<file path="src/hdl/tta_pkg.sv">
package tta_pkg;

   localparam int DEF_MAX_ENTRIES  = 16;
   localparam int DEF_TIME_BITS    = 32;
   localparam int DEF_PAYLOAD_BITS = 64;

   localparam int ID_W       = 64;
   localparam int TIME_W     = 32;
   localparam int PAY_W      = 64;
   localparam int COUNT_W    = 5;
   localparam int CSR_ADDR_W = 4;
   localparam int CSR_DATA_W = 32;

   localparam logic [1:0] OP_UPDATE = 2'd0;
   localparam logic [1:0] OP_AGE    = 2'd1;
   localparam logic [1:0] OP_LOOKUP = 2'd2;
   localparam logic [1:0] OP_LIST   = 2'd3;

   localparam logic [1:0] REG_CAPACITY = 2'd0;
   localparam logic [1:0] REG_MISS     = 2'd1;
   localparam logic [1:0] REG_AGE      = 2'd2;

   localparam logic [4:0]  RST_CAPACITY  = 5'd16;
   localparam logic [7:0]  RST_MISS      = 8'd3;
   localparam logic [31:0] RST_AGE_LIMIT = 32'd30000;

   typedef struct packed {
      logic [1:0]        op;
      logic [ID_W-1:0]   track_key;
      logic [TIME_W-1:0] now_time;
      logic [PAY_W-1:0]  track_payload;
   } tta_req_type;

   typedef struct packed {
      logic               found;
      logic [ID_W-1:0]    result_id;
      logic [PAY_W-1:0]   result_payload;
      logic               evicted;
      logic [ID_W-1:0]    evicted_id;
      logic [COUNT_W-1:0] entry_total;
      logic               last;
   } tta_rsp_type;

   typedef enum logic [2:0] {
      PROC_NONE,
      PROC_UPD,
      PROC_AGE,
      PROC_LOOK,
      PROC_CNT
   } tta_proc_type;

   typedef enum logic [3:0] {
      ST_IDLE,
      ST_START,
      ST_SCAN,
      ST_DRAIN,
      ST_COMMIT,
      ST_CSCAN,
      ST_CDRAIN,
      ST_LSTART,
      ST_LRD,
      ST_LCHK,
      ST_EMIT
   } tta_state_type;

   typedef struct packed {
      logic         ready;
      logic         accept;
      logic         cnt_clr;
      logic         step;
      tta_proc_type proc;
      logic         commit;
      logic         out_load;
      logic         out_list;
   } tta_cmd_type;

   typedef struct packed {
      logic [1:0] op;
      logic       scan_last;
      logic       out_free;
      logic       total_zero;
      logic       list_active;
      logic       list_end;
   } tta_stat_type;

endpackage

</file>
<file path="src/hdl/tta_csr.sv">
module tta_csr (
   input  logic                            clock,
   input  logic                            reset,
   input  logic                            csr_psel,
   input  logic                            csr_penable,
   input  logic                            csr_pwrite,
   input  logic [tta_pkg::CSR_ADDR_W-1:0]  csr_paddr,
   input  logic [tta_pkg::CSR_DATA_W-1:0]  csr_pwdata,
   output logic [tta_pkg::CSR_DATA_W-1:0]  csr_prdata,
   output logic                            csr_pready,
   output logic [4:0]                      capacity_limit,
   output logic [7:0]                      miss_limit,
   output logic [31:0]                     age_limit
);
   import tta_pkg::*;

   logic [4:0]  capacity_ff, capacity_in;
   logic [7:0]  miss_ff, miss_in;
   logic [31:0] age_ff, age_in;
   logic        wr_en;
   logic [1:0]  reg_idx;

   assign reg_idx = csr_paddr[3:2];
   assign wr_en   = csr_psel && csr_penable && csr_pwrite;
   assign csr_pready = 1'b1;

   always_comb begin
      capacity_in = capacity_ff;
      miss_in     = miss_ff;
      age_in      = age_ff;
      if (wr_en) begin
         case (reg_idx)
            REG_CAPACITY: capacity_in = csr_pwdata[4:0];
            REG_MISS:     miss_in     = csr_pwdata[7:0];
            REG_AGE:      age_in      = csr_pwdata[31:0];
            default: ;
         endcase
      end
   end

   always_comb begin
      case (reg_idx)
         REG_CAPACITY: csr_prdata = {27'd0, capacity_ff};
         REG_MISS:     csr_prdata = {24'd0, miss_ff};
         REG_AGE:      csr_prdata = age_ff;
         default:      csr_prdata = '0;
      endcase
   end

   always_ff @(posedge clock) begin
      if (reset) begin
         capacity_ff <= RST_CAPACITY;
         miss_ff     <= RST_MISS;
         age_ff      <= RST_AGE_LIMIT;
      end else begin
         capacity_ff <= capacity_in;
         miss_ff     <= miss_in;
         age_ff      <= age_in;
      end
   end

   assign capacity_limit = capacity_ff;
   assign miss_limit     = miss_ff;
   assign age_limit      = age_ff;

endmodule

</file>
<file path="src/hdl/tta_ctrl.sv">
module tta_ctrl (
   input  logic                  clock,
   input  logic                  reset,
   input  logic                  req_valid,
   input  tta_pkg::tta_stat_type stat,
   output tta_pkg::tta_cmd_type  cmd
);
   import tta_pkg::*;

   tta_state_type state_ff, state_in;
   tta_proc_type  work_proc;

   always_comb begin
      case (stat.op)
         OP_UPDATE: work_proc = PROC_UPD;
         OP_AGE:    work_proc = PROC_AGE;
         OP_LOOKUP: work_proc = PROC_LOOK;
         default:   work_proc = PROC_NONE;
      endcase
   end

   always_comb begin
      state_in = state_ff;
      case (state_ff)
         ST_IDLE:   if (req_valid) state_in = ST_START;
         ST_START:  state_in = (stat.op == OP_LIST) ? ST_CSCAN : ST_SCAN;
         ST_SCAN:   if (stat.scan_last) state_in = ST_DRAIN;
         ST_DRAIN:  state_in = (stat.op == OP_UPDATE) ? ST_COMMIT : ST_CSCAN;
         ST_COMMIT: state_in = ST_CSCAN;
         ST_CSCAN:  if (stat.scan_last) state_in = ST_CDRAIN;
         ST_CDRAIN: state_in = (stat.op == OP_LIST) ? ST_LSTART : ST_EMIT;
         ST_LSTART: state_in = stat.total_zero ? ST_EMIT : ST_LRD;
         ST_LRD:    state_in = ST_LCHK;
         ST_LCHK: begin
            if (!stat.list_active || stat.out_free) begin
               state_in = stat.list_end ? ST_IDLE : ST_LRD;
            end
         end
         ST_EMIT:   if (stat.out_free) state_in = ST_IDLE;
         default:   state_in = ST_IDLE;
      endcase
   end

   always_comb begin
      cmd = '0;
      cmd.proc = PROC_NONE;
      case (state_ff)
         ST_IDLE: begin
            cmd.ready  = 1'b1;
            cmd.accept = req_valid;
         end
         ST_SCAN: begin
            cmd.step = 1'b1;
            cmd.proc = work_proc;
         end
         ST_DRAIN: begin
            cmd.proc    = work_proc;
            cmd.cnt_clr = 1'b1;
         end
         ST_COMMIT: cmd.commit = 1'b1;
         ST_CSCAN: begin
            cmd.step = 1'b1;
            cmd.proc = PROC_CNT;
         end
         ST_CDRAIN: begin
            cmd.proc    = PROC_CNT;
            cmd.cnt_clr = 1'b1;
         end
         ST_LRD: cmd.step = 1'b1;
         ST_LCHK: begin
            cmd.out_load = stat.list_active && stat.out_free;
            cmd.out_list = 1'b1;
         end
         ST_EMIT: cmd.out_load = stat.out_free;
         default: ;
      endcase
   end

   always_ff @(posedge clock) begin
      if (reset) begin
         state_ff <= ST_IDLE;
      end else begin
         state_ff <= state_in;
      end
   end

endmodule

</file>
<file path="src/hdl/tta_datapath.sv">
module tta_datapath #(
   parameter int MAX_ENTRIES  = tta_pkg::DEF_MAX_ENTRIES,
   parameter int TIME_BITS    = tta_pkg::DEF_TIME_BITS,
   parameter int PAYLOAD_BITS = tta_pkg::DEF_PAYLOAD_BITS
) (
   input  logic                  clock,
   input  logic                  reset,
   input  tta_pkg::tta_req_type  req_word,
   input  logic                  rsp_stall,
   output logic                  rsp_valid,
   output tta_pkg::tta_rsp_type  rsp_word,
   input  logic [4:0]            capacity_limit,
   input  logic [7:0]            miss_limit,
   input  logic [31:0]           age_limit,
   input  tta_pkg::tta_cmd_type  cmd,
   output tta_pkg::tta_stat_type stat
);
   import tta_pkg::*;

   localparam int IDX_W = (MAX_ENTRIES > 1) ? $clog2(MAX_ENTRIES) : 1;
   localparam int CNT_W = $clog2(MAX_ENTRIES + 1);
   localparam int AGE_W = (TIME_BITS > 32) ? TIME_BITS : 32;
   localparam int CMP_W = (CNT_W > 5) ? CNT_W + 1 : 6;

   // slot storage
   logic [ID_W-1:0]         key_mem  [MAX_ENTRIES];
   logic [PAYLOAD_BITS-1:0] data_mem [MAX_ENTRIES];
   logic [TIME_BITS-1:0]    time_mem [MAX_ENTRIES];
   logic [7:0]              miss_mem [MAX_ENTRIES];

   logic                    wr_en, wr_all;
   logic [IDX_W-1:0]        wr_slot;
   logic [7:0]              wr_miss;

   logic [1:0]              op_ff, op_in;
   logic [ID_W-1:0]         id_ff, id_in;
   logic [TIME_BITS-1:0]    now_ff, now_in;
   logic [PAYLOAD_BITS-1:0] pay_ff, pay_in;
   logic [IDX_W-1:0]        cnt_ff, cnt_in;
   logic                    rd_vld_ff;
   logic [IDX_W-1:0]        rd_slot_ff;
   logic [ID_W-1:0]         rd_key_ff;
   logic [PAYLOAD_BITS-1:0] rd_data_ff;
   logic [TIME_BITS-1:0]    rd_time_ff;
   logic [7:0]              rd_miss_ff;
   logic [MAX_ENTRIES-1:0]  valid_ff, valid_in;
   logic [CNT_W-1:0]        fill_ff, fill_in;
   logic                    hit_found_ff, hit_found_in;
   logic [IDX_W-1:0]        hit_slot_ff, hit_slot_in;
   logic [PAYLOAD_BITS-1:0] hit_data_ff, hit_data_in;
   logic                    free_found_ff, free_found_in;
   logic [IDX_W-1:0]        free_slot_ff, free_slot_in;
   logic                    old_found_ff, old_found_in;
   logic [IDX_W-1:0]        old_slot_ff, old_slot_in;
   logic [TIME_BITS-1:0]    old_time_ff, old_time_in;
   logic [ID_W-1:0]         old_key_ff, old_key_in;
   logic [CNT_W-1:0]        total_ff, total_in;
   logic [CNT_W-1:0]        list_n_ff, list_n_in;
   logic                    ev_ff, ev_in;
   logic [ID_W-1:0]         evid_ff, evid_in;
   logic                    rsp_valid_ff, rsp_valid_in;
   tta_rsp_type             rsp_word_ff, rsp_word_in;

   logic                    rd_valid, rd_active;
   logic [7:0]              miss_inc;
   logic [TIME_BITS-1:0]    age_v;
   logic [CMP_W-1:0]        cap_v;
   logic                    do_evict;
   logic [IDX_W-1:0]        ins_slot;
   tta_rsp_type             out_v;

   assign rd_valid  = valid_ff[rd_slot_ff];
   assign rd_active = rd_valid && (rd_miss_ff < miss_limit);
   assign miss_inc  = (rd_miss_ff == 8'hFF) ? rd_miss_ff : rd_miss_ff + 8'd1;
   // negative age counts as zero
   assign age_v     = (now_ff >= rd_time_ff) ? now_ff - rd_time_ff : '0;

   always_comb begin
      if (capacity_limit == 5'd0) begin
         cap_v = CMP_W'(1);
      end else if (CMP_W'(capacity_limit) > CMP_W'(MAX_ENTRIES)) begin
         cap_v = CMP_W'(MAX_ENTRIES);
      end else begin
         cap_v = CMP_W'(capacity_limit);
      end
   end

   assign do_evict = (CMP_W'(fill_ff) >= cap_v) && (fill_ff != '0);
   assign ins_slot = (do_evict && (!free_found_ff || old_slot_ff < free_slot_ff)) ?
                     old_slot_ff : free_slot_ff;

   always_comb begin
      op_in         = op_ff;
      id_in         = id_ff;
      now_in        = now_ff;
      pay_in        = pay_ff;
      cnt_in        = cnt_ff;
      valid_in      = valid_ff;
      fill_in       = fill_ff;
      hit_found_in  = hit_found_ff;
      hit_slot_in   = hit_slot_ff;
      hit_data_in   = hit_data_ff;
      free_found_in = free_found_ff;
      free_slot_in  = free_slot_ff;
      old_found_in  = old_found_ff;
      old_slot_in   = old_slot_ff;
      old_time_in   = old_time_ff;
      old_key_in    = old_key_ff;
      total_in      = total_ff;
      list_n_in     = list_n_ff;
      ev_in         = ev_ff;
      evid_in       = evid_ff;
      wr_en         = 1'b0;
      wr_all        = 1'b0;
      wr_slot       = rd_slot_ff;
      wr_miss       = miss_inc;

      if (cmd.accept) begin
         op_in         = req_word.op;
         id_in         = req_word.track_key;
         now_in        = TIME_BITS'(req_word.now_time);
         pay_in        = PAYLOAD_BITS'(req_word.track_payload);
         cnt_in        = '0;
         fill_in       = '0;
         hit_found_in  = 1'b0;
         free_found_in = 1'b0;
         old_found_in  = 1'b0;
         total_in      = '0;
         list_n_in     = '0;
         ev_in         = 1'b0;
         evid_in       = '0;
      end
      if (cmd.cnt_clr) cnt_in = '0;
      if (cmd.step)    cnt_in = cnt_ff + IDX_W'(1);

      if (rd_vld_ff) begin
         case (cmd.proc)
            PROC_UPD, PROC_LOOK: begin
               if (rd_valid) begin
                  fill_in = fill_ff + CNT_W'(1);
                  if (!hit_found_ff && rd_key_ff == id_ff) begin
                     hit_found_in = 1'b1;
                     hit_slot_in  = rd_slot_ff;
                     hit_data_in  = rd_data_ff;
                  end
                  // oldest time wins, smaller key on a tie
                  if (!old_found_ff || rd_time_ff < old_time_ff ||
                      (rd_time_ff == old_time_ff && rd_key_ff < old_key_ff)) begin
                     old_found_in = 1'b1;
                     old_slot_in  = rd_slot_ff;
                     old_time_in  = rd_time_ff;
                     old_key_in   = rd_key_ff;
                  end
               end else if (!free_found_ff) begin
                  free_found_in = 1'b1;
                  free_slot_in  = rd_slot_ff;
               end
            end
            PROC_AGE: begin
               if (rd_valid) begin
                  wr_en = 1'b1;
                  if (miss_inc >= miss_limit || AGE_W'(age_v) >= AGE_W'(age_limit)) begin
                     valid_in[rd_slot_ff] = 1'b0;
                  end
               end
            end
            PROC_CNT: begin
               if (rd_active) total_in = total_ff + CNT_W'(1);
            end
            default: ;
         endcase
      end

      if (cmd.commit) begin
         if (hit_found_ff) begin
            wr_en   = 1'b1;
            wr_all  = 1'b1;
            wr_slot = hit_slot_ff;
            wr_miss = 8'd0;
         end else begin
            if (do_evict) begin
               valid_in[old_slot_ff] = 1'b0;
               ev_in   = 1'b1;
               evid_in = old_key_ff;
            end
            if (do_evict || free_found_ff) begin
               wr_en   = 1'b1;
               wr_all  = 1'b1;
               wr_slot = ins_slot;
               wr_miss = 8'd0;
               valid_in[ins_slot] = 1'b1;
            end
         end
      end

      if (cmd.out_load && cmd.out_list) list_n_in = list_n_ff + CNT_W'(1);
   end

   always_comb begin
      out_v = '0;
      out_v.entry_total = COUNT_W'(total_ff);
      out_v.last = 1'b1;
      case (op_ff)
         OP_UPDATE: begin
            out_v.found          = hit_found_ff;
            out_v.result_id      = id_ff;
            out_v.result_payload = PAY_W'(pay_ff);
            out_v.evicted        = ev_ff;
            out_v.evicted_id     = evid_ff;
         end
         OP_LOOKUP: begin
            out_v.found          = hit_found_ff;
            out_v.result_id      = id_ff;
            out_v.result_payload = hit_found_ff ? PAY_W'(hit_data_ff) : '0;
         end
         OP_LIST: begin
            if (cmd.out_list) begin
               out_v.found          = 1'b1;
               out_v.result_id      = rd_key_ff;
               out_v.result_payload = PAY_W'(rd_data_ff);
               out_v.last           = ((list_n_ff + CNT_W'(1)) == total_ff);
            end
         end
         default: ;
      endcase
   end

   always_comb begin
      rsp_valid_in = rsp_valid_ff;
      rsp_word_in  = rsp_word_ff;
      if (cmd.out_load) begin
         rsp_valid_in = 1'b1;
         rsp_word_in  = out_v;
      end else if (!rsp_stall) begin
         rsp_valid_in = 1'b0;
      end
   end

   always_ff @(posedge clock) begin
      if (wr_en) begin
         if (wr_all) begin
            key_mem[wr_slot]  <= id_ff;
            data_mem[wr_slot] <= pay_ff;
            time_mem[wr_slot] <= now_ff;
         end
         miss_mem[wr_slot] <= wr_miss;
      end
      if (cmd.step) begin
         rd_key_ff  <= key_mem[cnt_ff];
         rd_data_ff <= data_mem[cnt_ff];
         rd_time_ff <= time_mem[cnt_ff];
         rd_miss_ff <= miss_mem[cnt_ff];
         rd_slot_ff <= cnt_ff;
      end
   end

   always_ff @(posedge clock) begin
      if (reset) begin
         cnt_ff       <= '0;
         rd_vld_ff    <= 1'b0;
         valid_ff     <= '0;
         rsp_valid_ff <= 1'b0;
      end else begin
         cnt_ff       <= cnt_in;
         rd_vld_ff    <= cmd.step;
         valid_ff     <= valid_in;
         rsp_valid_ff <= rsp_valid_in;
      end
   end

   always_ff @(posedge clock) begin
      op_ff         <= op_in;
      id_ff         <= id_in;
      now_ff        <= now_in;
      pay_ff        <= pay_in;
      fill_ff       <= fill_in;
      hit_found_ff  <= hit_found_in;
      hit_slot_ff   <= hit_slot_in;
      hit_data_ff   <= hit_data_in;
      free_found_ff <= free_found_in;
      free_slot_ff  <= free_slot_in;
      old_found_ff  <= old_found_in;
      old_slot_ff   <= old_slot_in;
      old_time_ff   <= old_time_in;
      old_key_ff    <= old_key_in;
      total_ff      <= total_in;
      list_n_ff     <= list_n_in;
      ev_ff         <= ev_in;
      evid_ff       <= evid_in;
      rsp_word_ff   <= rsp_word_in;
   end

   assign rsp_valid = rsp_valid_ff;
   assign rsp_word  = rsp_word_ff;

   assign stat.op          = op_ff;
   assign stat.scan_last   = (cnt_ff == IDX_W'(MAX_ENTRIES - 1));
   assign stat.out_free    = !rsp_valid_ff || !rsp_stall;
   assign stat.total_zero  = (total_ff == '0);
   assign stat.list_active = rd_active;
   assign stat.list_end    = (rd_slot_ff == IDX_W'(MAX_ENTRIES - 1));

endmodule

</file>
<file path="src/hdl/track_table_with_aging.sv">
// Keyed track table with oldest-entry eviction and aging.
// req channel: one word per operation (update/insert, aging tick, lookup,
// list); req_stall stays high from the accepting edge until the controller is
// back in idle, after the last result word has gone to the output register.
// rsp channel: one word per update, aging tick or lookup; a list gives one
// word per active entry in slot order (or a single empty word), with last set
// on the final word.
// Every operation walks the slot memory one slot per cycle: a work pass
// (skipped for list) and a pass that counts the active entries. Aging and
// lookup load their word after the count pass; update first passes a commit
// state that writes the slot. A list then walks the slots once more, reading
// and checking one slot at a time and loading a word for each active entry;
// an empty list loads its single word straight after the count pass.
// A stalled rsp word holds in the output register; the list pass waits on it
// before loading the next entry, and a new request can be accepted once the
// controller is back in idle, even if the last word is still stalled.
// Reset empties the table and restores the registers (capacity 16, miss
// limit 3, age limit 30000); no clearing pass is needed.
// Registers: capacity_limit at 0x0, miss_limit at 0x4, age_limit at 0x8.
module track_table_with_aging #(
   parameter int MAX_ENTRIES  = tta_pkg::DEF_MAX_ENTRIES,
   parameter int TIME_BITS    = tta_pkg::DEF_TIME_BITS,
   parameter int PAYLOAD_BITS = tta_pkg::DEF_PAYLOAD_BITS
) (
   input  logic                            clock,
   input  logic                            reset,
   input  logic                            req_valid,
   output logic                            req_stall,
   input  tta_pkg::tta_req_type            req_word,
   output logic                            rsp_valid,
   input  logic                            rsp_stall,
   output tta_pkg::tta_rsp_type            rsp_word,
   input  logic                            csr_psel,
   input  logic                            csr_penable,
   input  logic                            csr_pwrite,
   input  logic [tta_pkg::CSR_ADDR_W-1:0]  csr_paddr,
   input  logic [tta_pkg::CSR_DATA_W-1:0]  csr_pwdata,
   output logic [tta_pkg::CSR_DATA_W-1:0]  csr_prdata,
   output logic                            csr_pready
);
   import tta_pkg::*;

   tta_cmd_type  cmd;
   tta_stat_type stat;
   logic [4:0]   capacity_limit;
   logic [7:0]   miss_limit;
   logic [31:0]  age_limit;

   tta_csr u_csr (
      .clock          (clock),
      .reset          (reset),
      .csr_psel       (csr_psel),
      .csr_penable    (csr_penable),
      .csr_pwrite     (csr_pwrite),
      .csr_paddr      (csr_paddr),
      .csr_pwdata     (csr_pwdata),
      .csr_prdata     (csr_prdata),
      .csr_pready     (csr_pready),
      .capacity_limit (capacity_limit),
      .miss_limit     (miss_limit),
      .age_limit      (age_limit)
   );

   tta_ctrl u_ctrl (
      .clock     (clock),
      .reset     (reset),
      .req_valid (req_valid),
      .stat      (stat),
      .cmd       (cmd)
   );

   tta_datapath #(
      .MAX_ENTRIES  (MAX_ENTRIES),
      .TIME_BITS    (TIME_BITS),
      .PAYLOAD_BITS (PAYLOAD_BITS)
   ) u_datapath (
      .clock          (clock),
      .reset          (reset),
      .req_word       (req_word),
      .rsp_stall      (rsp_stall),
      .rsp_valid      (rsp_valid),
      .rsp_word       (rsp_word),
      .capacity_limit (capacity_limit),
      .miss_limit     (miss_limit),
      .age_limit      (age_limit),
      .cmd            (cmd),
      .stat           (stat)
   );

   assign req_stall = !cmd.ready;

endmodule

</file>
<file path="config.mk">
export PLATFORM = sky130hd
export DESIGN_NAME = track_table_with_aging
export DESIGN_NICKNAME = d
export VERILOG_FILES = /design/src/hdl/tta_pkg.sv /design/src/hdl/tta_csr.sv /design/src/hdl/tta_ctrl.sv /design/src/hdl/tta_datapath.sv /design/src/hdl/track_table_with_aging.sv
export SDC_FILE = /design/constraint.sdc
export NUM_CORES = 2
export LEC_CHECK = 0
export ABC_CLOCK_PERIOD_IN_PS = 12480
export BUFFER_PORTS_ARGS = -buffer_cell sky130_fd_sc_hd__clkbuf_2
export CAP_MARGIN = 20
export CORE_MARGIN = 2
export CORE_UTILIZATION = 56
export CTS_CLUSTER_SIZE = 30
export DETAILED_ROUTE_END_ITERATION = 8
export PLACE_DENSITY_LB_ADDON = 0.1
export REMOVE_ABC_BUFFERS = 1
export SLEW_MARGIN = 20
export SYNTH_ARGS = -nofsm -noshare
export SYNTH_HDL_FRONTEND = slang
export SYNTH_SLANG_ARGS = --single-unit
</file>
<file path="constraint.sdc">
create_clock -name clock -period 12.48 [get_ports clock]
set_input_delay 2.496 -clock clock [delete_from_list [all_inputs] [get_ports clock]]
set_output_delay 2.496 -clock clock [all_outputs]
set_load 0.02 [all_outputs]
</file>
### Yosys cells after proc, flatten, opt, wreduce, memory -nomap -nowiden

Memories as Yosys holds them, arrays and structs flattened. A register that Yosys moved wholly into a read port is not among the register bits.
Cells that the tools add are included.

| word-level totals | value |
|---|---|
| register bits after elaboration | 692 |
| RAM bits | 2688 |
| output and inout port bits | 235 |
| logic and storage cells | 248 |
| memories | 4 |

Memory list:

| name | depth | width | rd ports | clocked after memory_dff | write ports | RTL line | text |
|---|---|---|---|---|---|---|---|
| u_datapath.data_mem | 16 | 64 | 1 | 1 | 1 | tta_datapath.sv:27 | `logic [PAYLOAD_BITS-1:0] data_mem [MAX_ENTRIES];` |
| u_datapath.key_mem | 16 | 64 | 1 | 1 | 1 | tta_datapath.sv:26 | `logic [ID_W-1:0] key_mem [MAX_ENTRIES];` |
| u_datapath.time_mem | 16 | 32 | 1 | 1 | 1 | tta_datapath.sv:28 | `logic [TIME_BITS-1:0] time_mem [MAX_ENTRIES];` |
| u_datapath.miss_mem | 16 | 8 | 1 | 1 | 1 | tta_datapath.sv:29 | `logic [7:0] miss_mem [MAX_ENTRIES];` |

| cells by class | value |
|---|---|
| $add $sub $neg | 6 |
| order comparisons | 15 |
| equal/unequal tests | 31 |
| multiplexer cells | 104 |
| bitwise operators | 7 |
| reductions and logical operators | 47 |

Operator list:

| operator | count |
|---|---|
| 129-bit case mux with 3 select lines | 1 |
| 64-bit 2-to-1 mux | 5 |
| 16-bit 2-to-1 mux | 10 |
| 129-bit 2-to-1 mux | 1 |
| 32-bit case mux with 3 select lines | 1 |
| 64-bit == test | 1 |
| 32-bit >= comparator | 2 |
| 64-bit less-than comparator | 1 |
| 4-bit 2-to-1 mux | 14 |
| 5-bit 2-to-1 mux | 11 |
| 1-bit 2-to-1 mux | 44 |
| 4-bit case mux with 11 select lines | 1 |
| 16-bit bitwise AND | 2 |
| 32-bit == test | 1 |
| 32-bit less-than comparator | 1 |
| 32-bit 2-to-1 mux | 1 |
| 8-bit 2-to-1 mux | 4 |
| 16-bit inverter | 2 |
| 32-bit subtractor | 1 |
| 4-bit == test (second input constant) | 5 |
| 4-bit by 3-bit == test with 1-bit output (second input constant) | 4 |
| 16-bit OR | 1 |
| 5-bit by 1-bit adder with 5-bit output (second input constant) | 3 |
| 4-bit by 5-bit less-than comparator with 1-bit output (second input constant) | 3 |
| 42 further kinds | 90 |

### Longest topological paths before layout

| depth | value |
|---|---|
| word-level depth | 18 |
| depth in mapped cells | 23 |
| depth with buffers taken out | 21 |

### Hierarchy

From an unflattened synthesis, not the netlist that was laid out.

| unflattened totals | value |
|---|---|
| cell total of the unflattened synthesis | 6793 |
| area, all modules | 138258.9 um2 |

Modules (own cells, without submodules):

| module | times used | cells an instance | area each (um2) |
|---|---|---|---|
| tta_datapath | 1 | 6481 | 135433.6 |
| tta_csr | 1 | 241 | 2293.4 |
| tta_ctrl | 1 | 70 | 528.0 |
| track_table_with_aging | 1 | 1 | 3.8 |

### Worst setup path after synthesis

No wires, ideal clock.

| path | value |
|---|---|
| path kind | input -> register |
| start | in rsp_stall |
| end | reg u_datapath.rsp_word_ff (netlist bit u_datapath.rsp_word[0]), enable pin |
| arrival | 12.112 ns |
| slack | -0.458 ns |
| cell stages on the path | 1 |
| buffers on the path | 0 |
| cell sequence | a21oi_1 |

| on the way | value |
|---|---|
| longest elaborated chain between the ends | 4 |

RTL lines:

| what | RTL line | text |
|---|---|---|
| start: declaration | track_table_with_aging.sv:31 | `input logic rsp_stall,` |
| 1-bit logical NOT (*) | n/a |  |
| 1-bit logical OR (*) | tta_datapath.sv:298 | `assign stat.out_free = !rsp_valid_ff \|\| !rsp_stall;` |
| 1-bit logical AND | tta_ctrl.sv:71 | `cmd.out_load = stat.list_active && stat.out_free;` |
| 1-bit case mux with 2 select lines (*) | tta_ctrl.sv:47 | `case (state_ff)` |
| end signal: assignment | tta_datapath.sv:290 | `rsp_word_ff <= rsp_word_in;` |
| end: declaration | tta_datapath.sv:62 | `tta_rsp_type rsp_word_ff, rsp_word_in;` |

Mark *: on every way between the ends. The rest lies on a longest branch, timed or not.
A chain may end at the register's enable or synchronous reset.

### Worst setup path in the final report

| path | value |
|---|---|
| start | in csr_paddr[2] (netlist bit) |
| end | out csr_prdata[24] (netlist bit) |

| on the way | value |
|---|---|
| longest elaborated chain between the ends | 2 |
| elaborated cells between the ends (all ways) | 4 |

RTL lines:

| what | RTL line | text |
|---|---|---|
| start: declaration | track_table_with_aging.sv:36 | `input logic [tta_pkg::CSR_ADDR_W-1:0] csr_paddr,` |
| 2-bit == test (tied with other cells) | tta_csr.sv:42 | `case (reg_idx)` |
| 32-bit case mux with 3 select lines (*) | tta_csr.sv:42 |  |
| end: declaration | track_table_with_aging.sv:38 | `output logic [tta_pkg::CSR_DATA_W-1:0] csr_prdata,` |

Marks and branches as above.

==> impl_metrics.csv <==
group,metric,value,unit
synth,synth_edf_count,3399,
timing,holdWs,452,ps
final_layout,area_growth,12.9,%
synth,ys_types,87,
route,wirelength,339000,um
timing,max_freq,0.159,GHz
clock_network,cts_resized,0,
timing,final_hold_viol_count,0,
synth,synth_compound_area_share,2.98,%
timing,period_minus_slack,6310,ps
clock_network,cts_tree,"done",
clock_network,clock_path_buffers,4,
clock_network,clock_sinks,3548,
route,wire_per_inst,31.3,um
critical_path,r2r_cells,23,
die,io_pins,440,
power_and_ir_drop,peakVddDrop,0.000179,V
worst_hold_path,min_to,"u_datapath.evid_ff[63]$_DFF_P_",
synth,synth_seq_area_share,76.3,%
global_routing,grt_max_degree,133,
die,die_y,500,um
timing,clock_skew,77.6,ps
worst_hold_path,hold_path_depth,2,
final_layout,fin_nets,7724,
route,drc,0,
die,start_util,56.2,%
route,wl_met3,29100,um
die,core,245000,um^2
status,status,"completed",
place,gp_congestion,0.860,
timing,min_period_over_period,50.5,%
clock_network,cts_hold_buf,0,
synth,synthAdderAreaFrac,1.77,%
route,wl_met2,159000,um
die,die_w,500,um
global_routing,grt-ovfl-total,0,
final_layout,instances_no_fill,10800,
clock_network,insertion_delay,980,ps
global_routing,grt_use_total,27.2,%
worst_hold_path,min_path_type,"reg2reg",
synth,syn_area_per_cell,20.5,um^2
clock_network,clkTransAtPathRegs,60,ps
synth,synth_warnings,0,
critical_path,cp.required,9980,ps
timing,rsz0062_at_grt,"false",
critical_path,path_max_fanout,25,
synth,synth_top_family_by_area,"multiplexers",
timing,worst_slew_pin_slew,1150,ps
route,vias,69200,
critical_path,rr_startpoint,"u_datapath.now_ff[0]$_DFFE_PP_",
route,routed_via_density,6.39,
die,num_rows,182,
critical_path,r2r_end,"u_datapath.valid_ff[3]$_SDFF_PP0_",
critical_path,cp.arrival,3810,ps
synth,synthXorXnorAreaFrac,0.566,%
timing,setup_violations,0,
global_routing,antenna_found_initial,19,
synth,ys.flop_type,"edfxtp_1",
worst_hold_path,hold_start,"u_datapath.evid_ff[63]$_DFF_P_",
clock_network,cts-htree-levels,5,
flow_run,drv_cap,0,
synth,syn-cell-area,138000,um^2
place,io_buffers,436,
clock_network,post_cts_buffers,0,
synth,ys_seq_elements,3548,
synth,synthArstFlopShare,0,%
route,drt-met1-wl,143000,um
timing,drv_slew,0,
timing,slew_headroom,23.4,%
synth,synthCells,6720,
synth,muxShareOfSynthArea,13.9,%
critical_path,start_kind,"input pin",
synth,synthSimpleGateAreaFrac,3.03,%
power_and_ir_drop,p_leak,0.0499,uW
critical_path,worst_setup_path_end_kind,"output pin",
power_and_ir_drop,p_per_area,185,nW/um^2
place,detailed_place_hpwl,181000,um
route,drt_iter0_drc,9536,
global_routing,grt_pass1_vias,69300,
route,top_layer_used,"met5",
place,place_inst,10200,
critical_path,setup.worst_path.class,"in2out",
critical_path,r2r_setup_slack,6230,ps
final_layout,drive_above_1_share,25.4,%
die,dieArea,250000,um^2
clock_network,root_buffer,"clkbuf_16",
route,antenna_left,0,
timing,setup_tns,0,ps
final_layout,fill_cells,16700,
final_layout,fin_util,63.4,%
global_routing,grt_pass1_wl,488000,um
clock_network,cts_buffers,369,
route,drt_first_pass_iters,9,
synth_stat cells (20+ instances only):
cell type / instances / area share, %
ha_1: 193 / 1.8
nor2_1: 260 / 0.71
a21o_1: 50 / 0.27
dfxtp_1: 149 / 2.2
xor2_1: 58 / 0.37
edfxtp_1: 3399 / 74
mux4_2: 828 / 14
clkbuf_1: 225 / 0.61
nor4_1: 25 / 0.11
a21oi_1: 115 / 0.42
mux2i_1: 38 / 0.28
nand2_1: 258 / 0.70
and2_1: 104 / 0.47
xnor2_1: 31 / 0.20
nand4_1: 45 / 0.20
o22ai_1: 20 / 0.091
a22oi_1: 65 / 0.35
nand2b_1: 24 / 0.11
buf_1: 87 / 0.24
o211ai_1: 27 / 0.15
inv_1: 219 / 0.60
nor2b_1: 28 / 0.13
o21ai_0: 111 / 0.40
nand3_1: 38 / 0.14
nor3_1: 45 / 0.16
a222oi_1: 65 / 0.47
a211oi_1: 28 / 0.15
sequential cells by signal, summed over array words and instances, names as in the netlist, 8 cells and up:
name,count
u_datapath.evid_ff,64
u_datapath.key_mem,1024
u_datapath.data_mem,1024
u_datapath.rd_data_ff,64
u_datapath.now_ff,32
u_datapath.rsp_word,200
u_datapath.old_key_ff,64
u_datapath.rd_key_ff,64
u_datapath.id_ff,64
u_csr.age_limit,32
u_datapath.pay_ff,64
u_csr.miss_limit,8
u_datapath.hit_data_ff,64
u_datapath.old_time_ff,32
u_datapath.time_mem,512
u_datapath.valid_ff,16
u_datapath.miss_mem,128
u_datapath.rd_miss_ff,8
u_datapath.rd_time_ff,32
final cells by class:
cell class | count | area (um^2) | share of cell area [%]
diodes | 7 | 17.5 | 0.0113
repair buffers | 562 | 3430 | 2.20
multi-input cells | 2624 | 30900 | 19.8
flip-flops and latches | 3548 | 105000 | 67.5
well taps | 3220 | 4030 | 2.59
clock buffers | 456 | 9730 | 6.25
inverters | 220 | 841 | 0.540
clock inverters | 192 | 1640 | 1.05
cells by family after synthesis:
| logic type | after synthesis |
|---|---|
| buffers and inverters | 548 |
| xor gates and xnor gates | 89 |
| AOI/OAI and AO/OA | 588 |
| muxes | 871 |
| and+or+nand+nor | 881 |
| DFF | 3548 |
| adders and majority gates | 194 |
| other | 1 |
placed cells by master (no fill, tap or decap), drive strengths merged, types with 38 or more instances in the layout:
master and count:
ha 193, buf 126, a21o 50, mux4 831, a21oi 115, and2 104, nand2 258, dfxtp 149
o21ai 114, nor2 261, clkbuf 892, a22oi 65, xor2 58, mux2i 38, nor3 46, inv 225
edfxtp 3399, nand3 38, clkinv 147, nand4 45, a222oi 65
critical path, cell delays in order:
cell and delay, ps:
clkbuf_2 190, nor2b_1 480, buf_4 310, and2_1 160
clkbuf_2 160
power by group:
group          total (uW)  switching [uW]  internal [uW]
combinational        3620            2060           1560
sequential          14800             795          14000
clock               10500            4400           6060
total               28800            7250          21600
metrics by stage:
| step | power [uW] | setup slack (ps) | area [um^2] |
|---|---|---|---|
| 3_5_place_dp | 18600 | 6180 | 144000 |
| 5_1_grt | 29800 | 5800 | 156000 |
| 2_1_floorplan | 18400 | -18270 | 137000 |
| 6_report | 28800 | 6170 | 156000 |
| 4_1_cts | 29000 | 6180 | 156000 |
| 3_3_place_gp | 18600 | 6230 | 144000 |
routing by layer:
metal  track usage, %  vias to the layer above
met5                0                        -
met4             6.74                       12
met3             4.83                      433
met2             41.7                     3202
met1             41.2                    36700
li1                 -                    28800
worst max path at each step:
stage                                      startpoint                                  to  slack, ps  cells past startpoint
CTS                                      csr_paddr[2]                      csr_prdata[24]       6180                      5
global placement                         csr_paddr[2]                      csr_prdata[19]       6230                      5
global route           u_datapath.now_ff[0]$_DFFE_PP_   u_datapath.valid_ff[8]$_SDFF_PP0_       5800                     23
finish                                   csr_paddr[2]                      csr_prdata[24]       6170                      5
floorplan           u_datapath.cnt_ff[0]$_SDFFE_PP0P_  u_datapath.rd_slot_ff[0]$_DFFE_PP_     -18270                      0
detailed placement                       csr_paddr[2]                      csr_prdata[24]       6180                      5
Note: power is estimated with default switching activity, not from simulation.
